<file path="config.mk">
export PLATFORM = sky130hd
export DESIGN_NAME = onewire_rom_search_engine_core
export DESIGN_NICKNAME = d
export VERILOG_FILES = /design/src/rtl/ows_pkg.sv /design/src/rtl/ows_step.sv /design/src/rtl/onewire_rom_search_engine_core.sv
export SDC_FILE = /design/constraint.sdc
export NUM_CORES = 1
export LEC_CHECK = 0
export BUFFER_PORTS_ARGS = -buffer_cell sky130_fd_sc_hd__buf_2
export CAP_MARGIN = 40
export CORE_MARGIN = 2
export CORE_UTILIZATION = 24
export DETAILED_ROUTE_END_ITERATION = 10
export GPL_ROUTABILITY_DRIVEN = 1
export GPL_TIMING_DRIVEN = 0
export SYNTH_ARGS = -nofsm -noshare
export SYNTH_HDL_FRONTEND = slang
export SYNTH_SLANG_ARGS = --single-unit
</file>
<file path="constraint.sdc">
create_clock -name clock -period 3.85 [get_ports clock]
set_input_delay 0.5775 -clock clock [delete_from_list [all_inputs] [get_ports clock]]
set_output_delay 0.5775 -clock clock [all_outputs]
set_load 0.03 [all_outputs]
</file>
<file path="src/rtl/ows_pkg.sv">
`default_nettype none

package ows_pkg;

   // Number of ROM bytes taken part in the search, and the bits that follow from it.
   localparam int IdBytes = 8;
   localparam int RawBits = IdBytes * 8;
   localparam int NumBits = (RawBits < 8) ? 8 : ((RawBits > 64) ? 64 : RawBits);

   // Bit positions run from one up to the last ROM bit.
   localparam logic [6:0] FIRST_BIT = 7'd1;
   localparam logic [6:0] LAST_BIT  = 7'(NumBits);

   // Discrepancies at positions below this one lie inside the family byte.
   localparam logic [6:0] FAMILY_LIMIT = 7'd9;

   // Bits of the ROM that the search really fills.
   localparam logic [63:0] ROM_MASK = (NumBits >= 64) ? {64{1'b1}} :
                                      ((64'd1 << NumBits) - 64'd1);

   typedef enum logic [1:0] {
      MODE_FIRST   = 2'd0,
      MODE_NEXT    = 2'd1,
      MODE_RESULT  = 2'd2,
      MODE_TRIPLET = 2'd3
   } mode_type;

   typedef enum logic [1:0] {
      ACT_RESET   = 2'd0,
      ACT_TRIPLET = 2'd1,
      ACT_FOUND   = 2'd2,
      ACT_NONE    = 2'd3
   } action_type;

   typedef enum logic [1:0] {
      PH_IDLE   = 2'd0,
      PH_RESET  = 2'd1,
      PH_SEARCH = 2'd2
   } phase_type;

   // Search memory and progress of the running search.
   typedef struct packed {
      logic [63:0] rom_bits;
      logic [6:0]  last_disc;
      logic [3:0]  last_fam_disc;
      logic        last_dev;
      logic [6:0]  zero_branch;
      logic [6:0]  bit_pos;
      phase_type   phase;
   } srch_state_type;

   // One result item.
   typedef struct packed {
      action_type  action;
      logic        direction;
      logic [63:0] rom_code;
      logic        last_device;
      logic [3:0]  family_disc;
   } rsp_item_type;

   // Preferred direction at a bit position: follow the previous ROM below the
   // last discrepancy, take the one branch at it, and the zero branch above it.
   function automatic logic pick_dir(input logic [6:0]  bit_pos,
                                     input logic [6:0]  last_disc,
                                     input logic [63:0] rom_bits);
      logic [6:0] idx_full;
      logic       dir;
      idx_full = bit_pos - 7'd1;
      if (bit_pos < last_disc) begin
         dir = rom_bits[idx_full[5:0]];
      end else begin
         dir = (bit_pos == last_disc);
      end
      return dir;
   endfunction

endpackage

`default_nettype wire

</file>
<file path="src/rtl/ows_step.sv">
`default_nettype none

module ows_step (
   input  ows_pkg::srch_state_type cur_state,
   input  ows_pkg::mode_type       mode,
   input  logic                    presence,
   input  logic                    id_bit,
   input  logic                    complement_bit,
   input  logic                    taken_direction,
   output ows_pkg::srch_state_type nxt_state,
   output ows_pkg::rsp_item_type   rsp_item
);
   import ows_pkg::*;

   // Next state and result for one event.
   always_comb begin
      srch_state_type nxt;
      rsp_item_type   res;
      logic [6:0]     idx_full;
      logic [6:0]     next_pos;
      logic           in_range;

      nxt      = cur_state;
      res      = '0;
      res.action = ACT_NONE;
      idx_full = cur_state.bit_pos - 7'd1;
      next_pos = cur_state.bit_pos + 7'd1;
      in_range = (cur_state.bit_pos >= FIRST_BIT) && (cur_state.bit_pos <= LAST_BIT);

      unique case (mode) inside
         MODE_FIRST, MODE_NEXT: begin
            nxt.bit_pos     = FIRST_BIT;
            nxt.zero_branch = '0;
            if (mode == MODE_NEXT && cur_state.last_dev) begin
               // The previous search already found the last device.
               nxt.last_disc     = '0;
               nxt.last_fam_disc = '0;
               nxt.last_dev      = 1'b0;
               nxt.phase         = PH_IDLE;
            end else begin
               if (mode == MODE_FIRST) begin
                  nxt.last_disc     = '0;
                  nxt.last_fam_disc = '0;
                  nxt.last_dev      = 1'b0;
               end
               nxt.phase  = PH_RESET;
               res.action = ACT_RESET;
            end
         end
         MODE_RESULT: begin
            if (cur_state.phase == PH_RESET) begin
               if (!presence) begin
                  nxt.last_disc     = '0;
                  nxt.last_fam_disc = '0;
                  nxt.last_dev      = 1'b0;
                  nxt.phase         = PH_IDLE;
               end else begin
                  nxt.phase     = PH_SEARCH;
                  res.action    = ACT_TRIPLET;
                  res.direction = pick_dir(cur_state.bit_pos, cur_state.last_disc,
                                           cur_state.rom_bits);
               end
            end
         end
         MODE_TRIPLET: begin
            if (cur_state.phase == PH_SEARCH && in_range) begin
               if (id_bit && complement_bit) begin
                  // Nobody answered: the search fails.
                  nxt.last_disc     = '0;
                  nxt.last_fam_disc = '0;
                  nxt.last_dev      = 1'b0;
                  nxt.phase         = PH_IDLE;
               end else begin
                  // A discrepancy resolved toward zero is remembered.
                  if (!id_bit && !complement_bit && !taken_direction) begin
                     nxt.zero_branch = cur_state.bit_pos;
                     if (cur_state.bit_pos < FAMILY_LIMIT) begin
                        nxt.last_fam_disc = cur_state.bit_pos[3:0];
                     end
                  end
                  nxt.rom_bits[idx_full[5:0]] = taken_direction;
                  nxt.bit_pos = next_pos;
                  if (cur_state.bit_pos < LAST_BIT) begin
                     res.action    = ACT_TRIPLET;
                     res.direction = pick_dir(next_pos, cur_state.last_disc,
                                              nxt.rom_bits);
                  end else begin
                     // Last bit done: close the search.
                     nxt.phase     = PH_IDLE;
                     nxt.last_disc = nxt.zero_branch;
                     if (nxt.zero_branch == 7'd0) begin
                        nxt.last_dev = 1'b1;
                     end
                     if (nxt.rom_bits[7:0] == 8'd0) begin
                        // A zero family byte counts as a failed search.
                        nxt.last_disc     = '0;
                        nxt.last_fam_disc = '0;
                        nxt.last_dev      = 1'b0;
                     end else begin
                        res.action      = ACT_FOUND;
                        res.rom_code    = nxt.rom_bits & ROM_MASK;
                        res.last_device = nxt.last_dev;
                        res.family_disc = nxt.last_fam_disc;
                     end
                  end
               end
            end
         end
         default: begin
            nxt = cur_state;
         end
      endcase

      nxt_state = nxt;
      rsp_item  = res;
   end

endmodule

`default_nettype wire

</file>
<file path="src/rtl/onewire_rom_search_engine_core.sv">
`default_nettype none

// ROM search engine for a 1-Wire bus master. The host sends one event per
// item (start first search, start next search, bus reset result, triplet
// result) and gets exactly one result item back: issue a reset and search
// command, issue a triplet with the given preferred direction, device found
// with its ROM, or no device / search over. The engine takes one item every
// clock cycle: the search state and the result register are both updated in
// the cycle the item is accepted, and the result register is the only stage,
// so a new item is taken whenever the result register is empty or being
// drained in that cycle. A valid result appears in the cycle after acceptance.
module onewire_rom_search_engine_core (
   input  logic                   clock,
   input  logic                   reset,
   input  logic                   req_valid,
   output logic                   req_ready,
   input  ows_pkg::mode_type      req_mode,
   input  logic                   req_presence,
   input  logic                   req_id_bit,
   input  logic                   req_complement_bit,
   input  logic                   req_taken_direction,
   output logic                   rsp_valid,
   input  logic                   rsp_ready,
   output ows_pkg::action_type    rsp_action,
   output logic                   rsp_direction,
   output logic [63:0]            rsp_rom_code,
   output logic                   rsp_last_device,
   output logic [3:0]             rsp_family_discrepancy
);
   import ows_pkg::*;

   srch_state_type state_ff;
   srch_state_type state_in;
   rsp_item_type   rsp_item_ff;
   rsp_item_type   rsp_item_in;
   logic           rsp_valid_ff;
   logic           req_accept;

   // Next state and result for the event at the input.
   ows_step u_step (
      .cur_state       (state_ff),
      .mode            (req_mode),
      .presence        (req_presence),
      .id_bit          (req_id_bit),
      .complement_bit  (req_complement_bit),
      .taken_direction (req_taken_direction),
      .nxt_state       (state_in),
      .rsp_item        (rsp_item_in)
   );

   // An item enters whenever the result register frees up in this cycle.
   assign req_ready  = !rsp_valid_ff || rsp_ready;
   assign req_accept = req_valid && req_ready;

   // Search state register.
   always_ff @(posedge clock) begin
      if (reset) begin
         state_ff.rom_bits      <= '0;
         state_ff.last_disc     <= '0;
         state_ff.last_fam_disc <= '0;
         state_ff.last_dev      <= 1'b0;
         state_ff.zero_branch   <= '0;
         state_ff.bit_pos       <= FIRST_BIT;
         state_ff.phase         <= PH_IDLE;
      end else if (req_accept) begin
         state_ff <= state_in;
      end
   end

   // Result register valid flag.
   always_ff @(posedge clock) begin
      if (reset) begin
         rsp_valid_ff <= 1'b0;
      end else if (req_accept) begin
         rsp_valid_ff <= 1'b1;
      end else if (rsp_ready) begin
         rsp_valid_ff <= 1'b0;
      end
   end

   // Result payload.
   always_ff @(posedge clock) begin
      if (req_accept) begin
         rsp_item_ff <= rsp_item_in;
      end
   end

   assign rsp_valid              = rsp_valid_ff;
   assign rsp_action             = rsp_item_ff.action;
   assign rsp_direction          = rsp_item_ff.direction;
   assign rsp_rom_code           = rsp_item_ff.rom_code;
   assign rsp_last_device        = rsp_item_ff.last_device;
   assign rsp_family_discrepancy = rsp_item_ff.family_disc;

`ifndef ASSERT_OFF
   // Every accepted item yields a result in the next cycle.
   a_accept_gives_result: assert property (@(posedge clock) disable iff (reset)
      req_accept |=> rsp_valid)
      else $error("accepted item produced no result");

   // Only a found device carries ROM and device fields.
   a_found_fields: assert property (@(posedge clock) disable iff (reset)
      rsp_valid && rsp_action != ACT_FOUND |->
         rsp_rom_code == 64'd0 && !rsp_last_device && rsp_family_discrepancy == 4'd0)
      else $error("result fields set without a found device");

   // While searching, the bit position stays inside the ROM.
   a_search_pos: assert property (@(posedge clock) disable iff (reset)
      state_ff.phase == PH_SEARCH |->
         state_ff.bit_pos >= FIRST_BIT && state_ff.bit_pos <= LAST_BIT)
      else $error("bit position out of range during search");

   // The family discrepancy never points past the family byte.
   a_family_range: assert property (@(posedge clock) disable iff (reset)
      state_ff.last_fam_disc <= FAMILY_LIMIT[3:0] - 4'd1)
      else $error("family discrepancy out of range");
`endif

endmodule

`default_nettype wire
</file>
# Word level (Yosys, flattened, before mapping)

Index checks and enable logic that the tools add are counted.

$add $sub $neg: 3
Order comparisons: 9
Equal/unequal tests: 13
Multiplexer cells: 47
Bitwise logic cells: 3
Reductions and logical operators: 26

Operators by type and width:

| kind                                                                                | number |
|---|---|
| 72-bit two-way mux                                                                  | 2 |
| 69-bit two-way mux                                                                  | 2 |
| 12-bit two-way mux                                                                  | 7 |
| 64-bit bitwise mux                                                                  | 1 |
| 12-bit one-hot mux with 3 select lines                                              | 1 |
| 28-bit two-way mux                                                                  | 1 |
| 7-bit two-way mux                                                                   | 4 |
| 14-bit one-hot mux with 2 select lines                                              | 1 |
| 7-bit equality test                                                                 | 2 |
| 6-bit by 7-bit less-than comparator with 1-bit output, second input constant        | 2 |
| 7-bit less-than comparator                                                          | 2 |
| 14-bit two-way mux                                                                  | 1 |
| 1-bit binary-select mux with 6-bit select                                           | 2 |
| 2-bit two-way mux                                                                   | 6 |
| 2-bit one-hot mux with 3 select lines                                               | 2 |
| 6-bit by 1-bit subtractor with 6-bit output, second input constant                  | 2 |
| 1-bit two-way mux                                                                   | 11 |
| 1-bit logical AND                                                                   | 8 |
| 8-bit logical NOT                                                                   | 1 |
| 4-bit two-way mux                                                                   | 2 |
| 2-bit != test, second input constant                                                | 4 |
| 4-bit AND reduction                                                                 | 2 |
| 7-bit by 1-bit adder with 7-bit output, second input constant                       | 1 |
| 7-bit by 1-bit greater-or-equal comparator with 1-bit output, second input constant | 1 |
| other kinds (23)                                                                    | 33 |

Flip-flop bits (word level): 165
Input port bits: 10
Logic and storage cells: 114

# Depth between registers and ports, before layout

Gate-level depths: netlist of the first run.

Word-level depth: 14
Gate-level depth with buffers: 16

# By module

Synthesis of the first run repeated with hierarchy kept, for this count alone.

Cells, all modules: 1307
Area total of the unflattened synthesis: 11686.2 µm²

By module, submodules not included:

| module                         | instances | cells an instance | area each (µm²) |
|---|---|---|---|
| onewire_rom_search_engine_core | 1         | 496               | 6383.6 |
| ows_step                       | 1         | 811               | 5302.6 |

# Worst setup path before layout of the first run

Ideal clock, no wire load.

Path type: reg2reg
From: reg state_ff[3] (netlist bit)
To: reg rsp_item_ff (netlist bit rsp_direction) (data pin)
Arrival: 3.284 ns
Data required time: 3.578 ns
Setup slack: 0.293 ns
Stages on the path, launching flop included: 14
Clock period less this slack: 3.557 ns
Path through: dfxtp_1 > buf_2 > clkbuf_1 > inv_1 > ha_1 > clkbuf_1 > buf_2 > buf_2 > clkbuf_1 > a31oi_1 > o221a_2 > or3_1 > a311oi_1 > o211ai_1

RTL lines:

| element                | line                                 | source |
|---|---|---|
| start, declared        | onewire_rom_search_engine_core.sv:32 | `srch_state_type state_ff;` |
| start signal, assigned | onewire_rom_search_engine_core.sv:66 | `state_ff <= state_in;` |
| end signal, assigned   | onewire_rom_search_engine_core.sv:84 | `rsp_item_ff <= rsp_item_in;` |
| end, declared          | onewire_rom_search_engine_core.sv:34 | `rsp_item_type rsp_item_ff;` |

==> results of run 1 <==
kinds of logic (layout without fill, tap and decap cells):
group           Yosys count  count (layout)  share of synthesized area
compound gates          287             287                      0.185
mux                      93              93                      0.117
fa+ha+maj                17              17                     0.0216
flops                   165             165                      0.409
xor+xnor                 15              15                     0.0133
buf+inv                 119             238                     0.0495
simple gates            445             445                      0.205
cells in the final DEF (no fill, tap or decap), drive strengths merged, types with 5 or more instances in the layout:
| cell type | netlist | routed |
|---|---|---|
| nor2 | 148 | 148 |
| nand2 | 137 | 137 |
| buf | 22 | 113 |
| a21oi | 107 | 107 |
| dfxtp | 93 | 93 |
| clkbuf | 79 | 93 |
| o21ai | 75 | 75 |
| edfxtp | 72 | 72 |
| mux2i | 71 | 71 |
| nand3 | 53 | 53 |
| nand4 | 29 | 29 |
| inv | 18 | 23 |
| mux4 | 17 | 17 |
| nor3 | 17 | 17 |
| ha | 17 | 17 |
| a22oi | 16 | 16 |
| xnor2 | 11 | 11 |
| nor2b | 10 | 10 |
| nand2b | 9 | 9 |
| o21a | 9 | 9 |
| o22ai | 9 | 9 |
| or3 | 8 | 8 |
| and3 | 7 | 7 |
| nand3b | 6 | 6 |
| o2111ai | 6 | 6 |
| clkinv | 0 | 6 |
| a31oi | 5 | 5 |
| a32oi | 5 | 5 |
| a211o | 5 | 5 |
| a21o | 5 | 5 |
| mux2 | 5 | 5 |
| a211oi | 5 | 5 |
per-stage QoR:
step	utilization	hold slack [ns]	instances	TNS [ns]
floorplan	-	0.428	1141	0
CTS	0.286	0.398	1790	0
detailed placement	0.270	0.442	1760	-151.38
global route	0.288	0.418	1792	0
finish	0.288	0.394	1792	0
global placement	0.269	0.441	1754	-155.36
how the worst min path moves through the flow:
stage                         endpoint  slack [ns]  depth (start not counted)
after floorplan           state_ff[23]        0.43                          2
after global placement    state_ff[20]        0.44                          2
after detailed placement  state_ff[27]        0.44                          2
after CTS                    rsp_valid        0.40                          3
after global routing         rsp_valid        0.42                          3
final                        rsp_valid        0.39                          3
per-layer routing:
layer,wire [µm],part of all wire
met2,16800,0.43
met5,0,0
met1,16700,0.43
met4,1400,0.036
met3,3770,0.097
area by class of cell:
type                       count  area (µm²)  share of cell area
buffer                        98         457              0.0391
clock buffer                  18         429              0.0367
clock inverter                14         100             0.00856
inverter                      18        70.1             0.00599
multi-input combinational    857        5440               0.466
sequential                   165        4030               0.344
tap                          532         666              0.0569
timing repair buffer          90         500              0.0428
timing repair:
| action | in CTS | in global routing |
|---|---|---|
| setup endpoints to repair | 142 | 61 |
| gates resized for setup | 37 | 17 |
| pin swaps | 1 | 1 |
| buffers inserted | 1 | 1 |
power by group:
group          internal (µW)  switching (µW)
clock                    829             795
combinational           59.7             204
sequential              1860            11.5
flip-flops by register name, indices dropped and copies added (netlist names):
| signal | cells |
|---|---|
| state_ff | 92 |
| rsp_rom_code | 64 |
| rsp_family_discrepancy | 4 |
| rsp_action | 2 |
| rsp_direction | 1 |
| rsp_last_device | 1 |
| rsp_valid | 1 |
critical path, delay by kind of cell, from the launching register on:
| family | cells | cell delay [ns] |
|---|---|---|
| buffers and inverters | 6 | 1.28 |
| adders and majority gates | 1 | 0.34 |
| muxes | 1 | 0.59 |
| and+or+nand+nor | 2 | 0.36 |
| DFF | 1 | 0.46 |
| AOI/OAI and AO/OA | 2 | 0.45 |
Yosys cell counts, types with 6 or more instances:
master	number
nand4_1	28
a22oi_1	16
or3_1	8
buf_2	9
o22ai_1	9
buf_1	9
inv_1	14
o21ai_0	56
o2111ai_1	6
a21oi_2	11
nor2_1	148
and3_1	7
nand2_1	136
ha_1	17
edfxtp_1	72
dfxtp_1	93
a21oi_1	96
xnor2_1	11
o21ai_1	19
nor2b_1	10
mux4_2	17
nand3_1	53
clkbuf_1	79
nand2b_1	9
o21a_1	9
nand3b_1	6
mux2i_1	71
nor3_1	17
==> flow_summary_export.csv, run 1 <==
group,metric,value,unit
outcome,status,"finished, final reports clean",
global_route,grtUsageMet3,0.0405,
cells_and_area,fill_cells,4328,
sta,max_slew_margin,0.392,
worst_setup_path,critPathKind,"flip-flop to flip-flop",
synthesis,synthCells,1141,
die,coreArea,40600,µm²
place,globalplace.congestion,0.995,
worst_setup_path,reg2reg_slack,0.06,ns
synthesis,synth_top_area_cell,"edfxtp_1",
worst_setup_path,critPathMaxFanout,10,
sta,rsz0062_at_grt,"no",
synthesis,synth_edf_count,72,
cells_and_area,layout.nets,1274,
global_route,grt_max_degree,60,
global_route,grt_pass1_vias,9149,
global_route,grt-busiest-layer,"met2",
synthesis,async_flop_share,0,
worst_setup_path,r2r_cells,12,
cells_and_area,final_layout_size_suffix_gt1_frac,0.165,
worst_setup_path,arrival,3.95,ns
flow_run,drv_cap,0,
die,die_area,42700,µm²
sta,worstMarginPinSlew,0.912,ns
detailed_routing,drcViolationCount,0,
die,io_pins,84,
global_route,grt_util_all_layers,0.183,
detailed_routing,firstDrtPassIters,8,
detailed_routing,drt_iter0_drc,1243,
die,chipWidth,207,µm
worst_setup_path,crit_slowest_cell,"mux4_2",
clocking,root_buffer,"clkbuf_16",
synthesis,ys_top_cells_by_area,"edfxtp_1 22%, dfxtp_1 19%, mux2i_1 7.2%",
min_path,hp-class,"input pin to flip-flop",
pwr,powerDensity,322,nW/µm²
synthesis,synth.distinct_cells,69,
detailed_routing,vias,9720,
clocking,cts_tree,"yes",
synthesis,synth_top_area_share,0.220,
pwr,leakage,0.00395,µW
clocking,clk_pin_slew,0.07,ns
die,start_util,0.242,
worst_setup_path,cp_cell_sequence,"buf_2, inv_2, ha_4, buf_6, buf_4, inv_2, buf_2, mux4_2, a32oi_1, nand3_1, nand4_1, o211ai_1",
place,dp_slack,-1.61,ns
sta,max_freq,264,MHz
place,placed_area,11000,µm²
worst_setup_path,startpoint_type,"flip-flop",
detailed_routing,drtAntennaViolNets,0,
global_route,antenna_found_initial,0,
worst_setup_path,worstSetupStartpoint,"state_ff[2]",
die,die_h,207,µm
synthesis,synth-main-ff-cell,"dfxtp_1",
detailed_routing,routed_wl,38600,µm
cells_and_area,antenna_cells,0,
worst_setup_path,critical_path.endpoint,"rsp_direction",
cells_and_area,final_area,11700,µm²
clocking,cts_buffers,17,
sta,fin_skew,0.0195,ns
clocking,holdBufCountCts,0,
sta,finalSetupViolCount,0,
sta,hold_viol,0,
sta,fin_crit_sh,0.983,
synthesis,synthesis.nets,1168,
sta,fin_crit,3.79,ns
die,rows,74,
global_route,grt_pass1_wl,57900,µm
sta,slew_violations,0,
worst_setup_path,cp.required,4.01,ns
clocking,clock_sinks,165,
worst_setup_path,endpoint_kind,"flip-flop",
pwr,finalPower,3760,µW
place,port_buffers,81,
clocking,clkLatencyLatePin,0.46,ns
synthesis,ys_seq_elements,165,
global_route,grt_remaining_overflow,0,
synthesis,synth_seq_area_share,0.409,
synthesis,ys_warn_count,0,
clocking,clk_path_buf_depth,2,
cells_and_area,syn2layout_area_growth,18.7,%
min_path,worstHoldStart,"req_valid",
clocking,htree_levels,4,
worst_setup_path,rr_startpoint,"state_ff[2]",
worst_setup_path,slowest_delay,0.59,ns
global_route,grt.met2_usage,0.280,
synthesis,postSynthAreaPerCell,8.63,µm²
sta,postLayoutSetupSlackWorst,0.0647,ns
place,dp_hpwl,28600,µm
pwr,worst_ir_drop_vdd,0.277,mV
global_route,grtUsageMet1,0.251,
synthesis,netlist_area,9850,µm²
detailed_routing,wl_per_cell,21.6,µm
worst_setup_path,timing.rr.end,"rsp_direction",
detailed_routing,vias_per_cell,5.42,
No activity file was read; power rests on OpenSTA's default activity.
==> run 2: changes to the inputs <==
Settings changed: CTS_BUF_LIST set to sky130_fd_sc_hd__clkbuf_4, PLACE_DENSITY set to 0.42.
==> run 2 against run 1 <==
Net effect:
- die area unchanged
- critical endpoint is now state_ff[83]
- highest routed layer unchanged
- sequential cell count unchanged
- clock-buffer cell count is the same
- sequential power about the same
- largest power group unchanged
==> flow_summary_export.csv, run 2 (same netlist as run 1, synthesis figures left out) <==
group,metric,value,unit
cells_and_area,largest_register_ffs,92,
cells_and_area,syn2layout_area_growth,17.2,%
pwr,finalPower,3280,µW
worst_setup_path,cp.required,4.37,ns
sta,hold_viol,0,
min_path,min_delay_path_depth,3,
clocking,clkLatencyLatePin,0.64,ns
die,rows,74,
detailed_routing,vias_per_cell,5.26,
cells_and_area,layout_commonest_cell,"nor2_1",
worst_setup_path,crit_family,"compound AO/OA/AOI/OAI gates",
worst_setup_path,critPathKind,"flip-flop to flip-flop",
worst_setup_path,startpoint_type,"flip-flop",
die,die_area,42700,µm²
worst_setup_path,arrival,4.19,ns
die,start_util,0.242,
worst_setup_path,timing.rr.end,"state_ff[83]",
global_route,grt_max_degree,58,
sta,fin_skew,0.0379,ns
min_path,hold_path_end,"rsp_valid",
sta,fin_crit_sh,0.954,
detailed_routing,firstDrtPassIters,5,
global_route,grt_util_all_layers,0.195,
pwr,powerDensity,284,nW/µm²
worst_setup_path,critPathBufInv,4,
die,io_pins,84,
cells_and_area,largest-register,"state_ff",
clocking,clk_pin_slew,0.18,ns
global_route,grt_pass1_vias,8985,
worst_setup_path,rr_startpoint,"state_ff[2]",
clocking,clock_sinks,165,
outcome,status,"finished, final reports clean",
cells_and_area,final_layout_size_suffix_gt1_frac,0.180,
clocking,root_buffer,"clkbuf_4",
flow_run,drv_cap,0,
cells_and_area,fin_util,0.284,
die,chipWidth,207,µm
min_path,worstHoldStart,"req_valid",
cells_and_area,layout.nets,1276,
place,globalplace.congestion,0.966,
worst_setup_path,r2r_cells,11,
detailed_routing,drt_iter0_drc,752,
global_route,antenna_found_initial,1,
global_route,grt_remaining_overflow,0,
die,coreArea,40600,µm²
detailed_routing,vias,9450,
place,port_buffers,81,
worst_setup_path,cp_cell_sequence,"buf_4, inv_4, ha_1, clkbuf_1, o21a_1, o32ai_1, and2_1, clkbuf_1, nand2_1, o21ai_0, a21oi_1",
sta,slew_violations,0,
pwr,leakage,0.00391,µW
sta,rsz0062_at_grt,"no",
sta,max_slew_margin,0.362,
worst_setup_path,critPathMaxFanout,10,
worst_setup_path,cp.depth,11,
sta,worstMarginPinSlew,0.957,ns
detailed_routing,drtAntennaViolNets,0,
pwr,worst_ir_drop_vdd,0.156,mV
worst_setup_path,crit_slowest_cell,"o32ai_1",
worst_setup_path,reg2reg_slack,0.18,ns
worst_setup_path,slowest_delay,0.70,ns
global_route,grt_pass1_wl,60400,µm
cells_and_area,final_cell_mix,"142 x nor2_1, 135 x nand2_1, 96 x a21oi_1",
sta,finalSetupViolCount,0,
clocking,htree_levels,4,
sta,fin_crit,3.67,ns
sta,max_freq,272,MHz
cells_and_area,final_area,11500,µm²
place,dp_hpwl,30700,µm
min_path,hp-class,"input pin to flip-flop",
clocking,clk_path_buf_depth,2,
worst_setup_path,endpoint_kind,"flip-flop",
die,die_h,207,µm
clocking,cts_buffers,17,
clocking,cts_tree,"yes",
detailed_routing,drcViolationCount,0,
place,placed_area,11000,µm²
detailed_routing,wl_per_cell,22.9,µm
detailed_routing,routed_wl,41000,µm
worst_setup_path,cpMostUsedCell,"clkbuf_1",
sta,hold_slack,0.170,ns
[run 2: worst max-delay path by stage]
stage                      startpoint          endpoint
after floorplan           state_ff[3]     rsp_direction
after CTS                 state_ff[3]     rsp_direction
final                     state_ff[2]      state_ff[83]
after detailed placement  state_ff[3]  rsp_rom_code[44]
after global routing      state_ff[2]     rsp_direction
after global placement    state_ff[3]  rsp_rom_code[40]
[run 2: area by class of cell]
class                           count  area, µm²
Fill cell                        4375      29100
Multi-Input combinational cell    857       5460
Sequential cell                   165       4030
Tap cell                          532        666
Timing Repair Buffer               91        512
Buffer                             99        505
Clock inverter                     14        159
Clock buffer                       18        135
Inverter                           18       72.6
Antenna cell                        1       2.50
[run 2: stage by stage]
step	setup TNS (ns)	cells	worst slack, ns
after floorplan	0	1141	0.293
final	0	1795	0.178
after detailed placement	-182.32	1762	-1.93
after CTS	0	1794	0.00802
after global routing	0	1795	0.00352
after global placement	-190.03	1754	-2.01
[run 2: power breakdown]
part | total, µW | internal, µW | switching [µW]
clock | 1140 | 360 | 778
combinational | 265 | 59.0 | 206
sequential | 1870 | 1860 | 10.8
total | 3280 | 2280 | 995
[run 2: worst reg2reg max path: cells and delay by family (launching register included)]
| family | cells | cell delay [ns] |
|---|---|---|
| fa+ha+maj | 1 | 0.34 |
| simple gates | 2 | 0.50 |
| compound gates | 4 | 1.25 |
| flops | 1 | 0.47 |
| buf+inv | 4 | 1.00 |
[run 2: layer usage]
| layer | up-vias | share of wire | track usage |
|---|---|---|---|
| li1 | 4379 | - | - |
| met4 | 0 | 0.031 | 0.0686 |
| met3 | 65 | 0.068 | 0.0430 |
| met2 | 378 | 0.45 | 0.301 |
| met1 | 4628 | 0.45 | 0.266 |
| met5 | - | 0 | 0 |
[run 2: repair_timing]
action                                  CTS  global route
gates resized for setup                  58            19
hold buffers                              0             0
pin swaps                                 1             2
setup buffers                             1             1
endpoints found under the setup margin  151            72
==> run 3: changes to the inputs <==
Settings changed: CELL_PAD_IN_SITES_DETAIL_PLACEMENT set to 0, CELL_PAD_IN_SITES_GLOBAL_PLACEMENT set to 2, PLACE_DENSITY 0.42 to 0.6.
==> run 3 against run 2 <==
Net effect:
- sequential share of layout area up 0.18 points
- clock power down 11%
- total power down 3.5%
- clock skew up 0.0021 ns
- combinational power about the same
- sequential cell count unchanged
- worst hold slack better by 0.024 ns
- fmax down 1.8%
- critical path type unchanged
- register-to-register slack worse by 0.07 ns
- clock-buffer cell count up 1
- critical path depth up 2
- largest power group unchanged
==> flow_summary_export.csv, run 3 (same netlist as run 1, synthesis figures left out) <==
group,metric,value,unit
outcome,status,"finished, final reports clean",
detailed_routing,drtAntennaViolNets,0,
sta,fin_crit,3.74,ns
global_route,grt_max_degree,48,
clocking,cts_tree,"yes",
cells_and_area,final_layout_size_suffix_gt1_frac,0.174,
detailed_routing,drcViolationCount,0,
worst_setup_path,endpoint_kind,"flip-flop",
place,port_buffers,81,
global_route,grt_pass1_wl,63300,µm
pwr,p_int,2200,µW
clocking,holdBufCountCts,0,
cells_and_area,stdcell_count,1801,
detailed_routing,vias,9456,
cells_and_area,largest_register_ffs,92,
pwr,leakage,0.00389,µW
global_route,grt_remaining_overflow,0,
pwr,finalPower,3160,µW
worst_setup_path,cp_cell_sequence,"buf_4, inv_2, ha_1, xor2_2, clkbuf_4, clkbuf_4, clkbuf_2, nor2_1, buf_6, clkbuf_2, nand2_1, nand2_1, a21oi_2",
min_path,hp-class,"input pin to flip-flop",
place,globalplace.congestion,0.908,
worst_setup_path,critPathKind,"flip-flop to flip-flop",
die,start_util,0.242,
detailed_routing,wl_per_cell,24.1,µm
worst_setup_path,cp.required,4.26,ns
sta,hold_viol,0,
worst_setup_path,startpoint_type,"flip-flop",
sta,max_slew_margin,0.403,
die,rows,74,
pwr,power.clock.fraction,0.323,
sta,hold_slack,0.195,ns
global_route,grt_pass1_vias,9107,
place,dp_cells,1767,
sta,worstMarginPinSlew,0.895,ns
sta,rsz0062_at_grt,"yes",
flow_run,drv_cap,0,
worst_setup_path,worstSetupStartpoint,"state_ff[2]",
pwr,p_comb_frac,0.085,
min_path,worstHoldStart,"req_valid",
pwr,powerDensity,275,nW/µm²
cells_and_area,final_cell_mix,"145 x nor2_1, 135 x nand2_1, 96 x a21oi_1",
worst_setup_path,critPathBufInv,7,
cells_and_area,syn2layout_area_growth,16.6,%
pwr,p_sw,965,µW
cells_and_area,layout.nets,1281,
die,die_area,42700,µm²
sta,finalSetupViolCount,0,
sta,finalSetupTns,0,ns
clocking,clkLatencyLatePin,0.66,ns
detailed_routing,vias_per_cell,5.25,
sta,max_freq,267,MHz
worst_setup_path,crit_family,"buffers and inverters",
place,dp_hpwl,32300,µm
die,coreArea,40600,µm²
cells_and_area,largest-register,"state_ff",
worst_setup_path,arrival,4.15,ns
die,die_h,207,µm
detailed_routing,firstDrtPassIters,8,
pwr,p_sw_frac,0.305,
clocking,clock_sinks,165,
detailed_routing,routed_wl,43400,µm
die,io_pins,84,
clocking,clk_pin_slew,0.15,ns
cells_and_area,layout_commonest_cell,"nor2_1",
pwr,power_frac_seq,0.592,
clocking,clk_path_buf_depth,2,
worst_setup_path,crit_slowest_cell,"nor2_1",
pwr,worst_ir_drop_vdd,0.156,mV
sta,fin_skew,0.0400,ns
detailed_routing,drt_iter0_drc,773,
worst_setup_path,critPathMaxFanout,10,
sta,fin_crit_sh,0.972,
worst_setup_path,rr_startpoint,"state_ff[2]",
global_route,grt_util_all_layers,0.206,
clocking,root_buffer,"clkbuf_4",
cells_and_area,fill_cells,4411,
global_route,antenna_found_initial,2,
clocking,htree_levels,4,
clocking,cts_buffers,17,
sta,slew_violations,0,
die,chipWidth,207,µm
worst_setup_path,slowest_delay,0.53,ns
[run 3: cell types whose count changed in the layout (fill, tap and decap cells not counted), moves of 3 or more]
cell,delta
buf_6,+5
inv_8,-3
nor2_1,+3
clkinvlp_4,+3
nor2_2,-3
[run 3: final timing paths]
path	end	slack, ns	cells past startpoint
worst min-delay path	rsp_valid	0.19	3
worst max register to register	rsp_rom_code[42]	0.11	13
worst max-delay path	rsp_rom_code[42]	0.11	13
worst min register to register	state_ff[26]	0.46	2
[run 3: layout make-up]
type | instances | area (µm²) | area share
inverters | 18 | 70.1 | 0.00610
clock buffers | 19 | 143 | 0.0124
clock inverters | 13 | 97.6 | 0.00850
plain buffers | 99 | 503 | 0.0438
flip-flops and latches | 165 | 4030 | 0.351
diodes | 2 | 5.00 | 0.000436
well taps | 532 | 666 | 0.0580
multi-input cells | 857 | 5400 | 0.471
repair buffers | 96 | 566 | 0.0493
[run 3: power groups by stage]
stage                     Combinational [µW]  Clock [µW]  Sequential [µW]
after floorplan                         83.8           0             2000
final                                    268        1020             1870
after CTS                                271        1060             1870
after global routing                     287        1120             1880
after global placement                   262           0             1910
after detailed placement                 267           0             1910
[run 3: repair_timing]
item,CTS,global route
gates resized for setup,47,15
buffers inserted,2,0
pin swaps,3,2
setup endpoints to repair,150,64
[run 3: per-layer routing]
| metal | vias to the layer above | wire [µm] | track usage |
|---|---|---|---|
| met5 | - | 0 | 0 |
| met4 | 0 | 1680 | 0.0839 |
| li1 | 4393 | - | - |
| met2 | 317 | 19800 | 0.328 |
| met3 | 75 | 2240 | 0.0350 |
| met1 | 4671 | 19600 | 0.277 |
[run 3: per-stage QoR]
stage | util | instance area [µm²] | setup WS, ns
2_1_floorplan | - | 9850 | 0.293
3_3_place_gp | 0.269 | 10900 | -2.10
3_5_place_dp | 0.272 | 11100 | -1.83
4_1_cts | 0.282 | 11400 | 0.0107
5_1_grt | 0.282 | 11500 | -0.00168
6_report | 0.282 | 11500 | 0.109
[run 3: worst register-to-register path, cell delays in order (launching register included)]
cell	delay (ns)
dfxtp_4	0.42
buf_4	0.20
inv_2	0.23
ha_1	0.41
xor2_2	0.16
clkbuf_4	0.25
clkbuf_4	0.25
clkbuf_2	0.26
nor2_1	0.53
buf_6	0.22
clkbuf_2	0.32
nand2_1	0.09
nand2_1	0.12
a21oi_2	0.06
